===== src/design/auto_summing_fifo_unit_macros.svh =====
// Assertion macros for the auto-summing FIFO unit.
// Included by modules that assert; relies on clk and rst_n in scope.
`ifndef AUTO_SUMMING_FIFO_UNIT_MACROS_SVH
`define AUTO_SUMMING_FIFO_UNIT_MACROS_SVH

// Same-cycle implication, checked on every rising clock edge out of reset
`define ASF_ASSERT_IMP(lbl, ante, cons, msg) \
  lbl: assert property (@(posedge clk) disable iff (!rst_n) (ante) |-> (cons)) \
    else $error(msg);

// Next-cycle implication, checked on every rising clock edge out of reset
`define ASF_ASSERT_NXT(lbl, ante, cons, msg) \
  lbl: assert property (@(posedge clk) disable iff (!rst_n) (ante) |=> (cons)) \
    else $error(msg);

`endif


===== src/design/asf_pkg.sv =====
// Shared types and constants for the auto-summing FIFO unit.
// No dependencies; used by asf_cell and auto_summing_fifo_unit.
`timescale 1ns / 1ps
`default_nettype none

package asf_pkg;

  localparam int WORD_W = 32;
  localparam int CNT_W  = 5;

  // Operation codes
  localparam logic [1:0] OP_WRITE = 2'd0;
  localparam logic [1:0] OP_READ  = 2'd1;
  localparam logic [1:0] OP_COUNT = 2'd2;

  typedef struct packed {
    logic [1:0]               opcode;
    logic signed [WORD_W-1:0] value;
  } asf_in_t;

  typedef struct packed {
    logic signed [WORD_W-1:0] read_value;
    logic                     read_empty;
    logic [CNT_W-1:0]         match_count;
    logic [CNT_W-1:0]         fill_level;
  } asf_out_t;

  // Controls broadcast to every cell of the chain
  typedef struct packed {
    logic shift;       // move words one cell toward the head
    logic capture;     // latch compare result into the match flag
    logic flag_shift;  // move match flags one cell toward the head
  } asf_cell_ctl_t;

endpackage

`default_nettype wire


===== src/design/auto_summing_fifo_unit.sv =====
// Auto-summing FIFO: write, read, an unused opcode and a count on an empty FIFO give
// the result strobe in the cycle after transfer with busy low, so one such operation can
// follow every cycle. A count on a non-empty FIFO walks the match flags down the cell
// chain: busy for the walk, result strobe registered after its last step. Results cannot be
// stalled by the receiver. Reset (rst_n, synchronous) empties the FIFO, sets capacity
// to DEPTH (at most 31) and empty_value to zero; cell contents are left as they are.
`timescale 1ns / 1ps
`default_nettype none

module auto_summing_fifo_unit #(
  parameter int DEPTH = 16
) (
  input  wire logic             clk,
  input  wire logic             rst_n,
  // command channel
  input  wire logic             start,
  output logic                  busy,
  input  wire asf_pkg::asf_in_t in_payload,
  // result channel
  output logic                  out_strobe,
  output asf_pkg::asf_out_t     out_payload,
  // configuration port
  input  wire logic             psel,
  input  wire logic             penable,
  input  wire logic             pwrite,
  input  wire logic [2:0]       paddr,
  input  wire logic [31:0]      pwdata,
  output logic [31:0]           prdata,
  output logic                  pready
);

  `include "auto_summing_fifo_unit_macros.svh"

  localparam int CNT_W  = asf_pkg::CNT_W;
  localparam int WORD_W = asf_pkg::WORD_W;
  localparam int CAP_MAX = (DEPTH > 31) ? 31 : DEPTH;
  localparam int NCELL   = CAP_MAX;

  localparam logic REG_CAPACITY = 1'b0;
  localparam logic REG_EMPTY    = 1'b1;

  typedef enum logic {ST_IDLE, ST_COUNT} state_t;

  state_t                   state_r, state_nxt;
  logic [CNT_W-1:0]         fill_r, fill_nxt;
  logic [CNT_W-1:0]         capacity_r, capacity_nxt;
  logic signed [WORD_W-1:0] empty_value_r, empty_value_nxt;
  logic [CNT_W-1:0]         rem_r, rem_nxt;
  logic [CNT_W-1:0]         acc_r, acc_nxt;
  logic                     out_strobe_r, out_strobe_nxt;
  asf_pkg::asf_out_t        out_r, out_nxt;

  asf_pkg::asf_cell_ctl_t   ctl;
  logic [NCELL-1:0]         load_a;
  logic [NCELL-1:0]         valid_a;
  logic [NCELL-1:0]         flag_a;
  logic [NCELL-1:0]         next_flag_a;
  logic signed [WORD_W-1:0] word_a      [NCELL];
  logic signed [WORD_W-1:0] next_word_a [NCELL];
  logic signed [WORD_W-1:0] load_word_a [NCELL];

  logic                     accept;
  logic                     cfg_wr;
  logic                     merge;
  logic [CNT_W-1:0]         wr_idx;
  logic [CNT_W-1:0]         cap_wr;
  logic signed [WORD_W-1:0] merge_sum;

  logic                     count_go;
  logic                     walk_last;
  logic                     empty_rd;
  logic                     empty_flagged;

  assign accept = start && !busy;
  assign cfg_wr = psel && penable && pwrite;
  assign busy   = (state_r != ST_IDLE);

  // Merge when full: head absorbs the next entry (or the new word at capacity one)
  assign merge  = (fill_r >= capacity_r);
  assign wr_idx = merge ? (fill_r - CNT_W'(1)) : fill_r;
  assign merge_sum = word_a[0] +
                     ((fill_r >= CNT_W'(2)) ? next_word_a[0] : in_payload.value);

  // Cell chain
  for (genvar i = 0; i < NCELL; i++) begin : g_cell
    if (i == NCELL - 1) begin : g_tail
      assign next_word_a[i] = '0;
      assign next_flag_a[i] = 1'b0;
    end else begin : g_link
      assign next_word_a[i] = word_a[i+1];
      assign next_flag_a[i] = flag_a[i+1];
    end

    asf_cell u_cell (
      .clk       (clk),
      .ctl       (ctl),
      .load      (load_a[i]),
      .load_word (load_word_a[i]),
      .next_word (next_word_a[i]),
      .next_flag (next_flag_a[i]),
      .key       (in_payload.value),
      .valid     (valid_a[i]),
      .word      (word_a[i]),
      .flag      (flag_a[i])
    );
  end

  // Per-cell load select and occupancy mask
  always_comb begin
    for (int i = 0; i < NCELL; i++) begin
      valid_a[i]     = (CNT_W'(i) < fill_r);
      load_a[i]      = 1'b0;
      load_word_a[i] = in_payload.value;
      if (accept && (in_payload.opcode == asf_pkg::OP_WRITE)) begin
        if (merge && (i == 0)) begin
          load_a[i]      = 1'b1;
          load_word_a[i] = merge_sum;
        end else if (wr_idx == CNT_W'(i)) begin
          load_a[i] = 1'b1;
        end
      end
    end
  end

  // Clamp a capacity write into 1..CAP_MAX
  always_comb begin
    cap_wr = pwdata[CNT_W-1:0];
    if (cap_wr == '0) begin
      cap_wr = CNT_W'(1);
    end else if (cap_wr > CNT_W'(CAP_MAX)) begin
      cap_wr = CNT_W'(CAP_MAX);
    end
  end

  // Sequencer: operations, count walk and configuration writes
  always_comb begin
    state_nxt       = state_r;
    fill_nxt        = fill_r;
    capacity_nxt    = capacity_r;
    empty_value_nxt = empty_value_r;
    rem_nxt         = rem_r;
    acc_nxt         = acc_r;
    out_strobe_nxt  = 1'b0;
    out_nxt         = out_r;
    ctl             = '0;

    unique case (state_r)
      ST_IDLE: begin
        if (accept) begin
          out_nxt             = '0;
          out_strobe_nxt      = 1'b1;
          out_nxt.fill_level  = fill_r;
          unique case (in_payload.opcode)
            asf_pkg::OP_WRITE: begin
              ctl.shift = merge;
              if (!merge) begin
                fill_nxt = fill_r + CNT_W'(1);
              end
              out_nxt.fill_level = merge ? fill_r : (fill_r + CNT_W'(1));
            end
            asf_pkg::OP_READ: begin
              if (fill_r == '0) begin
                out_nxt.read_value = empty_value_r;
                out_nxt.read_empty = 1'b1;
              end else begin
                ctl.shift          = 1'b1;
                fill_nxt           = fill_r - CNT_W'(1);
                out_nxt.read_value = word_a[0];
                out_nxt.fill_level = fill_r - CNT_W'(1);
              end
            end
            asf_pkg::OP_COUNT: begin
              ctl.capture = 1'b1;
              if (fill_r != '0) begin
                out_strobe_nxt = 1'b0;
                state_nxt      = ST_COUNT;
                rem_nxt        = fill_r;
                acc_nxt        = '0;
              end
            end
            default: begin
              // unused opcode: report occupancy only
            end
          endcase
        end
      end
      ST_COUNT: begin
        ctl.flag_shift = 1'b1;
        acc_nxt        = acc_r + CNT_W'(flag_a[0]);
        rem_nxt        = rem_r - CNT_W'(1);
        if (rem_r == CNT_W'(1)) begin
          state_nxt           = ST_IDLE;
          out_strobe_nxt      = 1'b1;
          out_nxt             = '0;
          out_nxt.match_count = acc_r + CNT_W'(flag_a[0]);
          out_nxt.fill_level  = fill_r;
        end
      end
      default: begin
        state_nxt = ST_IDLE;
      end
    endcase

    // Register transfer on the configuration port; capacity is taken only while empty
    if (cfg_wr) begin
      if (paddr[2] == REG_EMPTY) begin
        empty_value_nxt = pwdata;
      end else if (fill_r == '0) begin
        capacity_nxt = cap_wr;
      end
    end
  end

  // Hold state and registered outputs
  always_ff @(posedge clk) begin
    if (!rst_n) begin
      state_r       <= ST_IDLE;
      fill_r        <= '0;
      capacity_r    <= CNT_W'(CAP_MAX);
      empty_value_r <= '0;
      rem_r         <= '0;
      acc_r         <= '0;
      out_strobe_r  <= 1'b0;
      out_r         <= '0;
    end else begin
      state_r       <= state_nxt;
      fill_r        <= fill_nxt;
      capacity_r    <= capacity_nxt;
      empty_value_r <= empty_value_nxt;
      rem_r         <= rem_nxt;
      acc_r         <= acc_nxt;
      out_strobe_r  <= out_strobe_nxt;
      out_r         <= out_nxt;
    end
  end

  assign out_strobe  = out_strobe_r;
  assign out_payload = out_r;

  // Register readback
  assign pready = 1'b1;
  assign prdata = (paddr[2] == REG_CAPACITY) ? {{(32-CNT_W){1'b0}}, capacity_r}
                                             : empty_value_r;

  // Conditions watched by the checks below
  assign count_go      = accept && (in_payload.opcode == asf_pkg::OP_COUNT) && (fill_r != '0);
  assign walk_last     = (state_r == ST_COUNT) && (rem_r == CNT_W'(1));
  assign empty_rd      = accept && (in_payload.opcode == asf_pkg::OP_READ) && (fill_r == '0);
  assign empty_flagged = out_strobe && out_payload.read_empty && (fill_r == '0);

  `ASF_ASSERT_IMP(a_fill_le_cap, 1'b1, fill_r <= capacity_r, "fill exceeds capacity")
  `ASF_ASSERT_NXT(a_count_busy, count_go, busy && !out_strobe, "count did not enter walk")
  `ASF_ASSERT_NXT(a_count_done, walk_last, out_strobe && !busy, "count walk did not finish")
  `ASF_ASSERT_NXT(a_empty_read, empty_rd, empty_flagged, "empty read not flagged")

endmodule

`default_nettype wire


===== src/design/asf_cell.sv =====
// One storage cell of the FIFO chain: a word and a match flag.
// Depends on asf_pkg for widths and the control struct.
`timescale 1ns / 1ps
`default_nettype none

module asf_cell (
  input  wire logic                            clk,
  input  wire asf_pkg::asf_cell_ctl_t          ctl,
  input  wire logic                            load,
  input  wire logic signed [asf_pkg::WORD_W-1:0] load_word,
  input  wire logic signed [asf_pkg::WORD_W-1:0] next_word,
  input  wire logic                            next_flag,
  input  wire logic signed [asf_pkg::WORD_W-1:0] key,
  input  wire logic                            valid,
  output logic signed [asf_pkg::WORD_W-1:0]    word,
  output logic                                 flag
);

  logic signed [asf_pkg::WORD_W-1:0] word_r;
  logic                              flag_r;

  // Load a new word, or take the neighbor's word on a shift
  always_ff @(posedge clk) begin
    if (load) begin
      word_r <= load_word;
    end else if (ctl.shift) begin
      word_r <= next_word;
    end
  end

  // Capture the compare result, then hand flags toward the head
  always_ff @(posedge clk) begin
    if (ctl.capture) begin
      flag_r <= valid && (word_r == key);
    end else if (ctl.flag_shift) begin
      flag_r <= next_flag;
    end
  end

  assign word = word_r;
  assign flag = flag_r;

endmodule

`default_nettype wire

===== config.mk =====
export PLATFORM = sky130hd
export DESIGN_NAME = auto_summing_fifo_unit
export DESIGN_NICKNAME = d
export VERILOG_FILES = /design/src/design/asf_pkg.sv /design/src/design/auto_summing_fifo_unit.sv /design/src/design/asf_cell.sv
export VERILOG_INCLUDE_DIRS = /design/src /design/src/design
export SDC_FILE = /design/constraint.sdc
export NUM_CORES = 2
export LEC_CHECK = 0
export CORE_MARGIN = 10
export CORE_UTILIZATION = 50
export CTS_BUF_LIST = sky130_fd_sc_hd__clkbuf_8
export CTS_CLUSTER_DIAMETER = 200
export DETAILED_ROUTE_END_ITERATION = 7
export DONT_BUFFER_PORTS = 1
export PLACE_DENSITY = 0.74
export SETUP_SLACK_MARGIN = 0.3
export SYNTH_ARGS = -nofsm -noshare
export SYNTH_HDL_FRONTEND = slang
export SYNTH_SLANG_ARGS = --single-unit

===== constraint.sdc =====
create_clock -name clk -period 12 [get_ports clk]
set_input_delay 1.8 -clock clk [delete_from_list [all_inputs] [get_ports clk]]
set_output_delay 1.8 -clock clk [all_outputs]
set_load 0.05 [all_outputs]

==> impl_metrics.json <==
{
  "period_share_pct": 47.5,
  "tritoncts": "built",
  "clock_sinks": 625,
  "fp.dieW_um": 288,
  "synth_edf_count": 528,
  "post_synth_num_cell_types": 73,
  "finClkSkew_ns": 0.0363,
  "yosys_warnings": 0,
  "cp.required_ns": 12.13,
  "critical_path_class": "flop to flop",
  "ys_ff_latch": 625,
  "crit_fanout": 33,
  "wl_per_cell_um": 25.6,
  "post_cts_resized": 0,
  "insertion_delay_ns": 0.73,
  "r2r_start": "fill_r[0]$_SDFFE_PN0P_",
  "synthFlopType": "edfxtp_1",
  "end_kind": "flop",
  "clockBufferDepth": 3,
  "fmax_ghz": 0.175,
  "holdPathStages": 2,
  "tns_ns": 0,
  "drv_cap": 0,
  "final-instance-count-excl-fill": 3835,
  "grt_use_total_pct": 23.0,
  "tightest_slew_ns": 1.35,
  "hpwl_um": 66800,
  "drc": 0,
  "overflow": 0,
  "grt_max_degree": 70,
  "finalMaxSlewViolations": 0,
  "core.rowCount": 98,
  "slew_headroom_pct": 9.59,
  "reg2reg_to": "g_cell[13].u_cell.word[21]$_DFFE_PP_",
  "fp.dieH_um": 288,
  "r2r_slack_ns": 6.30,
  "ir_drop_mv": 0.0775,
  "drive_gt1_share_pct": 16.2,
  "arrival_ns": 5.83,
  "coreArea_um2": 71500,
  "hold_class": "flop to flop",
  "hold_end": "capacity_r[2]$_SDFFE_PN0P_",
  "status": "completed",
  "synth.avg_cell_area_um2": 12.4,
  "dieArea_um2": 83200,
  "syn_nets": 3030,
  "portBuffers": 0,
  "seq_area_frac_synth_pct": 49.4,
  "diodes": 0,
  "place_congestion": 0.923,
  "grt_pass1_vias": 23500,
  "path_clk_slew_ns": 0.07,
  "area_delta_synth_final_pct": 6.67,
  "min_from": "capacity_r[2]$_SDFFE_PN0P_",
  "setup_violations": 0,
  "antenna_found_initial": 2,
  "powerDensity_nw_per_um2": 126,
  "rsz0062_at_grt": "no",
  "critPathLaunchType": "flop",
  "fillCellCount": 5861,
  "nets": 2919,
  "numCtsBuffers": 104,
  "dr.pass1.iters": 7,
  "grt_pass1_wl_um": 147000,
  "synth-async-reset-ratio_pct": 0,
  "postSynthCellCount": 2906,
  "p_leak_nw": 13.8,
  "cts_setup_buffers": 0,
  "wl_um": 98300,
  "final-hold-violation-count": 0,
  "synth_area_um2": 36000,
  "initial_core_util_pct": 50.4,
  "vias": 23300,
  "drtIter0Drc": 2113,
  "io-pin-count": 153,
  "cts_root_buf": "clkbuf_8",
  "fin_crit_ns": 5.70,
  "cts_hold_buf": 0,
  "htree_levels": 3,
  "antenna_left": 0,
  "dpl.cell_count": 3639,
  "reg2reg_depth": 10,
  "vias_per_cell": 6.07
}
-- Yosys cell counts, drive strengths merged (2+ instances only) --
library cell,count,area share [%]
xnor2,241,5.9
o31a,3,0.073
nor2b,4,0.069
nand3,33,0.47
nor3,27,0.42
or4,2,0.042
a222oi,32,0.89
or3,16,0.28
inv,24,0.25
edfxtp,528,44
o21a,8,0.17
clkbuf,168,1.8
o22ai,2,0.035
o31ai,3,0.076
o21bai,2,0.042
a22o,3,0.073
nand4,76,1.3
o41ai,2,0.049
nand3b,5,0.10
mux2i,45,1.3
ha,48,1.7
nor2,100,1.1
a2111oi,2,0.049
xor2,303,7.4
and3,35,0.61
a21o,12,0.25
a211oi,6,0.13
nand2b,6,0.10
dfxtp,97,5.4
nor4,87,1.5
a22oi,4,0.083
o21ai,82,1.2
o211ai,8,0.18
a211o,3,0.073
nand2,165,1.7
buf,84,1.6
a31oi,9,0.17
a21oi,106,1.5
mux2,480,17
and2,29,0.50
o311ai,2,0.070
a32o,2,0.056
-- per-layer routing --
| metal | share of wire, % | GRT usage [%] | vias up |
|---|---|---|---|
| li1 | - | - | 10400 |
| met4 | 3.9 | 9.62 | 4 |
| met5 | 0.027 | 0 | - |
| met2 | 50 | 40.8 | 1028 |
| met3 | 7.4 | 4.09 | 258 |
| met1 | 38 | 27.2 | 11600 |
-- logic make-up after synthesis --
group           after synthesis  share of synthesized area, %
fa+ha+maj                    49                          1.72
xor+xnor                    544                          13.2
mux                         525                          18.4
simple gates                585                          8.26
flops                       625                          49.4
other cells                   1                        0.0104
buf+inv                     276                          3.63
compound gates              301                          5.34
-- state kept, by name, summed over array words and instances, names as in the netlist --
signal	flops
g_cell.u_cell.word	512
out_payload	43
empty_value_r	32
g_cell.u_cell.flag	16
acc_r	5
capacity_r	5
fill_r	5
rem_r	5
busy	1
out_strobe	1
-- layout make-up --
type / count / area, um2 / area share, %
Multi-Input combinational cell: 2005 / 17000 / 44.2
Clock inverter: 81 / 512 / 1.33
Clock buffer: 115 / 1580 / 4.12
Inverter: 24 / 90.1 / 0.235
Sequential cell: 625 / 17800 / 46.3
Tap cell: 950 / 1190 / 3.09
Timing Repair Buffer: 35 / 263 / 0.684
-- power by group --
part | internal [mW] | switching [mW] | total (mW)
Clock | 1.01 | 0.898 | 1.91
Combinational | 0.204 | 0.260 | 0.464
Sequential | 2.41 | 0.0616 | 2.47
Total | 3.62 | 1.22 | 4.84
-- metrics by stage --
step | setup WS, ns | total power, mW | area, um2 | hold WS, ns | utilization, %
after CTS | 6.46 | 4.86 | 38400 | 0.460 | 53.7
final | 6.30 | 4.84 | 38400 | 0.461 | 53.7
after floorplan | 6.46 | 2.91 | 36000 | 0.432 | -
after global routing | 5.90 | 5.01 | 38400 | 0.482 | 53.7
after detailed placement | 6.53 | 2.97 | 36300 | 0.453 | 50.8
after global placement | 6.72 | 2.96 | 36300 | 0.439 | 50.8
-- placed cells by master, fill, tap and decap left out, types with 9 or more instances in the layout --
master / instances
mux2_4: 203
nor2_1: 89
mux2i_1: 45
o21ai_2: 9
a21oi_1: 103
clkinv_2: 14
nor4_1: 86
o21ai_1: 27
ha_1: 48
and2_1: 29
nand3_1: 32
edfxtp_1: 528
a222oi_1: 32
clkbuf_8: 115
inv_1: 59
clkinv_1: 16
xnor2_1: 241
nand2_1: 165
xor2_1: 303
mux2_1: 231
nor2_2: 10
mux2_2: 46
dfxtp_1: 97
o21ai_0: 46
and3_1: 35
nand4_1: 76
nor3_1: 25
buf_4: 35
or3_1: 9
a21o_1: 12
-- worst max path at each step --
stage | from | to | cells past startpoint | slack [ns]
6_report | fill_r[0]$_SDFFE_PN0P_ | g_cell[13].u_cell.word[21]$_DFFE_PP_ | 10 | 6.30
2_1_floorplan | in_payload[33] | g_cell[0].u_cell.word[0]$_DFFE_PP_ | 4 | 6.46
3_5_place_dp | fill_r[0]$_SDFFE_PN0P_ | g_cell[13].u_cell.word[21]$_DFFE_PP_ | 10 | 6.53
5_1_grt | fill_r[0]$_SDFFE_PN0P_ | g_cell[13].u_cell.word[8]$_DFFE_PP_ | 10 | 5.90
3_3_place_gp | fill_r[0]$_SDFFE_PN0P_ | g_cell[13].u_cell.word[2]$_DFFE_PP_ | 10 | 6.72
4_1_cts | fill_r[0]$_SDFFE_PN0P_ | g_cell[13].u_cell.word[8]$_DFFE_PP_ | 10 | 6.46
-- worst max-delay path, cell delays in order (launching register included) --
cell,delay (ns)
dfxtp_1,0.74
inv_2,0.30
ha_1,0.36
nor2b_1,0.11
o21ai_1,0.10
a31oi_1,0.73
or4_1,0.25
a21oi_2,0.07
o21ai_2,0.36
or3_2,0.92
nand2_1,1.11
(Power assumes the default switching activity.)
